## config.mk

```make
export PLATFORM = sky130hd
export DESIGN_NAME = hsiw_ctrl
export DESIGN_NICKNAME = d
export VERILOG_FILES = /design/src/sv/hsiw_pkg.sv /design/src/sv/hsiw_ctrl.sv
export VERILOG_INCLUDE_DIRS = /design/src /design/src/sv
export SDC_FILE = /design/constraint.sdc
export NUM_CORES = 1
export LEC_CHECK = 0
export BUFFER_PORTS_ARGS = -buffer_cell sky130_fd_sc_hd__buf_2
export CORE_UTILIZATION = 25
export DETAILED_ROUTE_END_ITERATION = 8
export PLACE_DENSITY_LB_ADDON = 0.12
export SYNTH_ARGS = -nofsm -noshare
export SYNTH_HDL_FRONTEND = slang
export SYNTH_SLANG_ARGS = --single-unit
```

## constraint.sdc

```tcl
create_clock -name aclk -period 2.65 [get_ports aclk]
set_input_delay 0.53 -clock aclk [delete_from_list [all_inputs] [get_ports aclk]]
set_output_delay 0.53 -clock aclk [all_outputs]
set_load 0.02 [all_outputs]
```

## src/sv/assert_macros.svh

```systemverilog
`ifndef ASSERT_MACROS_SVH
`define ASSERT_MACROS_SVH

// checked only out of reset
`define ASSERT_RST(lbl, prop, msg) \
    lbl: assert property (@(posedge aclk) disable iff (!aresetn) prop) else $error(msg);

// checked on every edge
`define ASSERT_ALWAYS(lbl, prop, msg) \
    lbl: assert property (@(posedge aclk) prop) else $error(msg);

`endif

```

## src/sv/hsiw_pkg.sv

```systemverilog
package hsiw_pkg;

    localparam logic [1:0] MODE_WRITE    = 2'd0;
    localparam logic [1:0] MODE_NEAREST  = 2'd1;
    localparam logic [1:0] MODE_BILINEAR = 2'd2;

    localparam logic [1:0] REG_HEIGHT = 2'd0;
    localparam logic [1:0] REG_WIDTH  = 2'd1;

    localparam int unsigned CFG_W  = 9;
    localparam int unsigned CHAN_W = 8;
    localparam int unsigned NCHAN  = 4;
    localparam int unsigned ACC_W  = CHAN_W + 2;

    typedef enum logic [1:0] {
        ST_IDLE,
        ST_RD,
        ST_LAST,
        ST_DONE
    } state_t;

    typedef struct packed {
        logic       capture;
        logic       wr_en;
        logic       rd_en;
        logic [1:0] tap;
        logic       acc_add;
        logic       load_out;
    } cmd_t;

    typedef struct packed {
        logic [1:0] in_mode;
        logic       in_inside;
        logic       nearest;
        logic       out_free;
    } status_t;

endpackage

```

## src/sv/hsiw_ctrl.sv

```systemverilog
module hsiw_ctrl
    import hsiw_pkg::*;
(
    input  logic    aclk,
    input  logic    aresetn,
    input  logic    s_valid,
    output logic    s_ready,
    input  status_t status,
    output cmd_t    cmd
);

    state_t     state_reg, state_next;
    logic [1:0] tap_reg, tap_next;

    always_ff @(posedge aclk) begin
        if (!aresetn) begin
            state_reg <= ST_IDLE;
            tap_reg   <= '0;
        end else begin
            state_reg <= state_next;
            tap_reg   <= tap_next;
        end
    end

    always_comb begin
        state_next = state_reg;
        tap_next   = tap_reg;
        unique case (state_reg)
            ST_IDLE: begin
                tap_next = '0;
                if (s_valid) begin
                    unique case (status.in_mode) inside
                        MODE_NEAREST, MODE_BILINEAR: begin
                            state_next = status.in_inside ? ST_RD : ST_DONE;
                        end
                        default: state_next = ST_IDLE;
                    endcase
                end
            end
            ST_RD: begin
                if (status.nearest || tap_reg == 2'd3) begin
                    state_next = ST_LAST;
                end else begin
                    tap_next = tap_reg + 2'd1;
                end
            end
            ST_LAST: state_next = ST_DONE;
            ST_DONE: begin
                if (status.out_free) begin
                    state_next = ST_IDLE;
                end
            end
            default: state_next = ST_IDLE;
        endcase
    end

    always_comb begin
        cmd     = '0;
        s_ready = 1'b0;
        cmd.tap = tap_reg;
        unique case (state_reg)
            ST_IDLE: begin
                s_ready     = 1'b1;
                cmd.capture = s_valid;
                cmd.wr_en   = s_valid && status.in_inside && status.in_mode == MODE_WRITE;
            end
            ST_RD: begin
                cmd.rd_en   = 1'b1;
                cmd.acc_add = tap_reg != 2'd0;
            end
            ST_LAST: cmd.acc_add  = 1'b1;
            ST_DONE: cmd.load_out = status.out_free;
            default: cmd = '0;
        endcase
    end

`include "assert_macros.svh"

    `ASSERT_ALWAYS(a_port_exclusive, !(cmd.wr_en && cmd.rd_en), "frame write and read in one cycle")
    `ASSERT_RST(a_last_after_rd, (state_reg == ST_LAST) |-> $past(state_reg) == ST_RD, "last tap without reads")
    `ASSERT_RST(a_tap_in_rd, (state_reg == ST_RD && tap_reg != 2'd0) |-> $past(state_reg) == ST_RD, "tap count outside read phase")

endmodule

```

After elaboration in Yosys (flattened, before gate mapping)

Cells that the tools add are included.
Widths: inputs -> output; s select.

Add/sub/neg operators: 1
Eq/ne operators: 10
Mux-type cells: 13
Reduce and logical (&&, ||, !) cells: 10

Operators by type and width:

| cell                | count |
|---|---|
| $mux 2              | 7 |
| $eq 2x2->1 const B  | 4 |
| $ne 2x2->1 const B  | 4 |
| $pmux 2 s4          | 1 |
| $eq 2x1->1 const B  | 2 |
| $logic_not 2->1     | 2 |
| $pmux 2 s2          | 1 |
| $reduce_bool 2->1   | 2 |
| $mux 1              | 3 |
| $reduce_and 3->1    | 1 |
| $add 2x1->2 const B | 1 |
| $logic_and 1x1->1   | 2 |
| $pmux 1 s2          | 1 |
| $reduce_and 2->1    | 1 |
| $reduce_or 2->1     | 1 |
| $logic_or 1x1->1    | 1 |

Register bits after elaboration: 4
Bits of input ports: 8
Output and inout bits: 8

Logic depth before layout (Yosys ltp)

Depth in word-level cells: 5
Gate-level depth with buffers: 5

Worst setup path after synthesis

OpenSTA, ideal clock, no wires.

Kind: flip-flop to output port
Start: register state_reg[0]
End: output cmd[5] (netlist bit)
Arrival time: 1.435 ns
Data required time: 2.120 ns
Setup slack: 0.685 ns
Stages on the path, launching flop included: 5
Path buffers: 0
Cell sequence: dfxtp_1 -> inv_1 -> ha_1 -> and2_1 -> and3_1

RTL lines:

| what                   | line            | text |
|---|---|---|
| start, declared        | hsiw_ctrl.sv:12 | `state_t state_reg, state_next;` |
| start signal, assigned | hsiw_ctrl.sv:20 | `state_reg <= state_next;` |
| end, declared          | hsiw_ctrl.sv:9  | `output cmd_t cmd` |

==> key figures <==
Power and ir drop
  – Combinational share of power: 0.661
  – Clk pwr share: 0.141
  – Net switching power: roughly 240 uW
  – Seq pwr share: 0.198
  – Leak: around 0.00027 uW
  – Cell Pwr Density: ~1000 nW/um^2
  – Total Power: roughly 530 uW
  – Sw Share: 0.461
  – VDD IR max: between 0.3 and 0.4 mV
  – Internal Pwr Total: 284 uW

Synthesis
  – Mapped Avg Cell Area: 9.15 um^2
  – Synth area leader: ha_1
  – Synth top area share: 0.243
  – Yosys reg bits: 4
  – Synthesized area: slightly above 400 um^2
  – Number of library cell types mapped by synthesis: 22
  – Synth area leaders: ha_1 (24%), dfxtp_1 (19%), inv_1 (6.4%)
  – Post-Syn Nets: 61
  – Mapped Cells: between 40 and 50
  – Seq/Total Area, Yosys: 0.195
  – Yosys warning total: 0

Worst setup path
  – Crit Path Max Fanout: 8
  – Critical path, cell by cell: inv_1, ha_1, and2_1, and3_1, buf_2
  – Largest stage delay, worst path: 0.40 ns
  – CP bufs+invs: 2
  – Worst path top cell family by delay: flip-flops
  – Startpoint Class: flip-flop
  – Critical path type: flip-flop to output port
  – Crit-path slowest cell: dfxtp_1
  – Worst Path Arrival: roughly 1.6 ns
  – CP endpoint kind: output port
  – CP required: between 2 and 2.5 ns

Placed design
  – Detailed Place HPWL: between 600 and 700 um
  – Worst slack, placed: 0.809 ns
  – Port bufs: 15
  – Gpl congestion: between 0.7 and 0.8

Drt
  – TritonRoute pass-1 iters: 2
  – Final antenna-violating net count: 0
  – Routed len/inst: between 10 and 15 um
  – Residual DRC: 0
  – Vias: 377
  – Drt initial violations: 4
  – Via density: roughly 4.8
  – Routed WL: just over 800 um

Floorplan
  – Row count: 14
  – Core ar.: 1520 um^2
  – Die Ht: ~43 um
  – Die area: roughly 1800 um^2
  – Initial core utilization: 0.270
  – Die Wd: 42.6 um
  – IO Count: 16

Global routing
  – GR Overflow Total: 0
  – Largest net degree at the start of global routing: 9
  – GR Util All Layers: 0.0988
  – First-pass GRT wire length: between 1 and 1.5 mm
  – Vias in the first global route: about 350
  – Initial antenna violation count: 0

CTS
  – Reg clk slew, reported paths: roughly 0.040 ns
  – CTS tree: yes
  – Postcts setup bufs: 0
  – Clock network latency to the later pin of the worst-skew pair: ~0.23 ns
  – Post_cts resized: 0
  – CTS Root Cell: clkbuf_4
  – Hold bufs inserted after CTS: 0
  – H-tree depth: 1
  – Clk buf depth: 2
  – CTS sink count: 4
  – Total CTS buffers: 3

STA
  – Post-layout worst setup margin: 0.570 ns
  – Fin crit share: 0.785
  – Highest Clock Rate: just under 0.5 GHz
  – Setup TNS: 0 ns
  – Max transition margin: 0.787
  – Worst-Margin Slew: 0.320 ns
  – Unrepaired setup endpoints after global routing: false
  – Final Max Slew Viols: 0
  – Post-route minimum period: 2.08 ns
  – Fin. Hold Viols: 0
  – Worst clock skew: 0.00425 ns
  – Final Setup Violations: 0

Flow run
  – Max_cap viols: 0

Layout
  – Layout cells sized above 1: 0.365
  – Antenna diode count: 0
  – Area delta synth->final: 28.6%
  – Final Util: 0.347
  – Nets: between 80 and 90

Worst hold path
  – Type of the most critical hold path: flip-flop to flip-flop

Outcome
  – Outcome: finished clean
[worst register-to-register path: cells and delay by family, from the launching register on]
| kind | cells | cell delay [ns] |
|---|---|---|
| adders and majority gates | 1 | 0.21 |
| AOI/OAI and AO/OA | 1 | 0.17 |
| buffers and inverters | 1 | 0.10 |
| and+or+nand+nor | 2 | 0.58 |
| DFF | 1 | 0.33 |
[area by class of cell]
| cell class | instances | area [um^2] |
|---|---|---|
| inverters | 7 | 26.3 |
| multi-input cells | 34 | 305 |
| fillers | 163 | 995 |
| well taps | 16 | 20.0 |
| clock buffers | 3 | 22.5 |
| flip-flops and latches | 4 | 80.1 |
| repair buffers | 15 | 75.1 |
[power by group through the flow]
stage / Clock (uW) / Sequential (uW) / Combinational, uW
after floorplan: 0 / 106 / 268
after global placement: 0 / 106 / 357
after detailed placement: 0 / 107 / 350
after CTS: 77.5 / 105 / 354
after global routing: 87.2 / 107 / 387
final: 74.6 / 104 / 349
[synthesized netlist by cell type (all sizes together)]
cell    n
nor2b   2
nand3b  1
nor3b   1
nand3   2
or3b    2
inv     7
and2    2
a31oi   2
mux2i   1
a211oi  1
dfxtp   4
o21a    1
a311oi  1
nand2b  2
o211ai  2
or2b    2
ha      8
and3    2
a21oi   2
[per-layer routing]
| metal | GRT usage | wire (um) | vias up |
|---|---|---|---|
| li1 | - | - | 194 |
| met1 | 0.116 | 396 | 170 |
| met2 | 0.160 | 372 | 13 |
| met3 | 0.0517 | 54 | 0 |
| met4 | 0.0188 | 0 | 0 |
| met5 | 0 | 0 | - |
[kinds of logic after synthesis]
kind of cell | Yosys count | share of synthesized area
simple gates | 16 | 0.298
compound gates | 9 | 0.176
fa+ha+maj | 8 | 0.243
buf+inv | 7 | 0.0638
flops | 4 | 0.195
mux | 1 | 0.0243
[path summary, 6_finish.rpt]
| kind | from | to | slack, ns | cells past startpoint |
|---|---|---|---|---|
| worst min-delay path | tap_reg[0] | tap_reg[0] | 0.50 | 2 |
| worst max register to register | state_reg[1] | state_reg[1] | 1.17 | 5 |
| worst min register to register | tap_reg[0] | tap_reg[0] | 0.50 | 2 |
| worst max-delay path | state_reg[0] | cmd[5] | 0.57 | 5 |
[metrics by stage]
stage | hold WS, ns | area, um^2 | cells
2_1_floorplan | 0.569 | 412 | 45
3_3_place_gp | 0.503 | 507 | 76
3_5_place_dp | 0.505 | 507 | 76
4_1_cts | 0.511 | 529 | 79
5_1_grt | 0.534 | 529 | 79
6_report | 0.504 | 529 | 79
[cells in the final DEF, fill, tap and decap left out]
cell / n
nor2b_1: 2
dfxtp_1: 4
inv_1: 7
nand2b_1: 1
nand3_1: 2
ha_1: 8
and3_4: 1
and2_1: 2
or3b_1: 1
clkbuf_4: 3
o211ai_1: 2
or3b_4: 1
mux2i_1: 1
o21a_1: 1
a31oi_1: 2
nand2b_4: 1
a211oi_2: 1
and3_1: 1
nand3b_1: 1
a21oi_1: 2
or2b_1: 2
a311oi_2: 1
nor3b_1: 1
buf_2: 15
(Power assumes the default switching activity.)
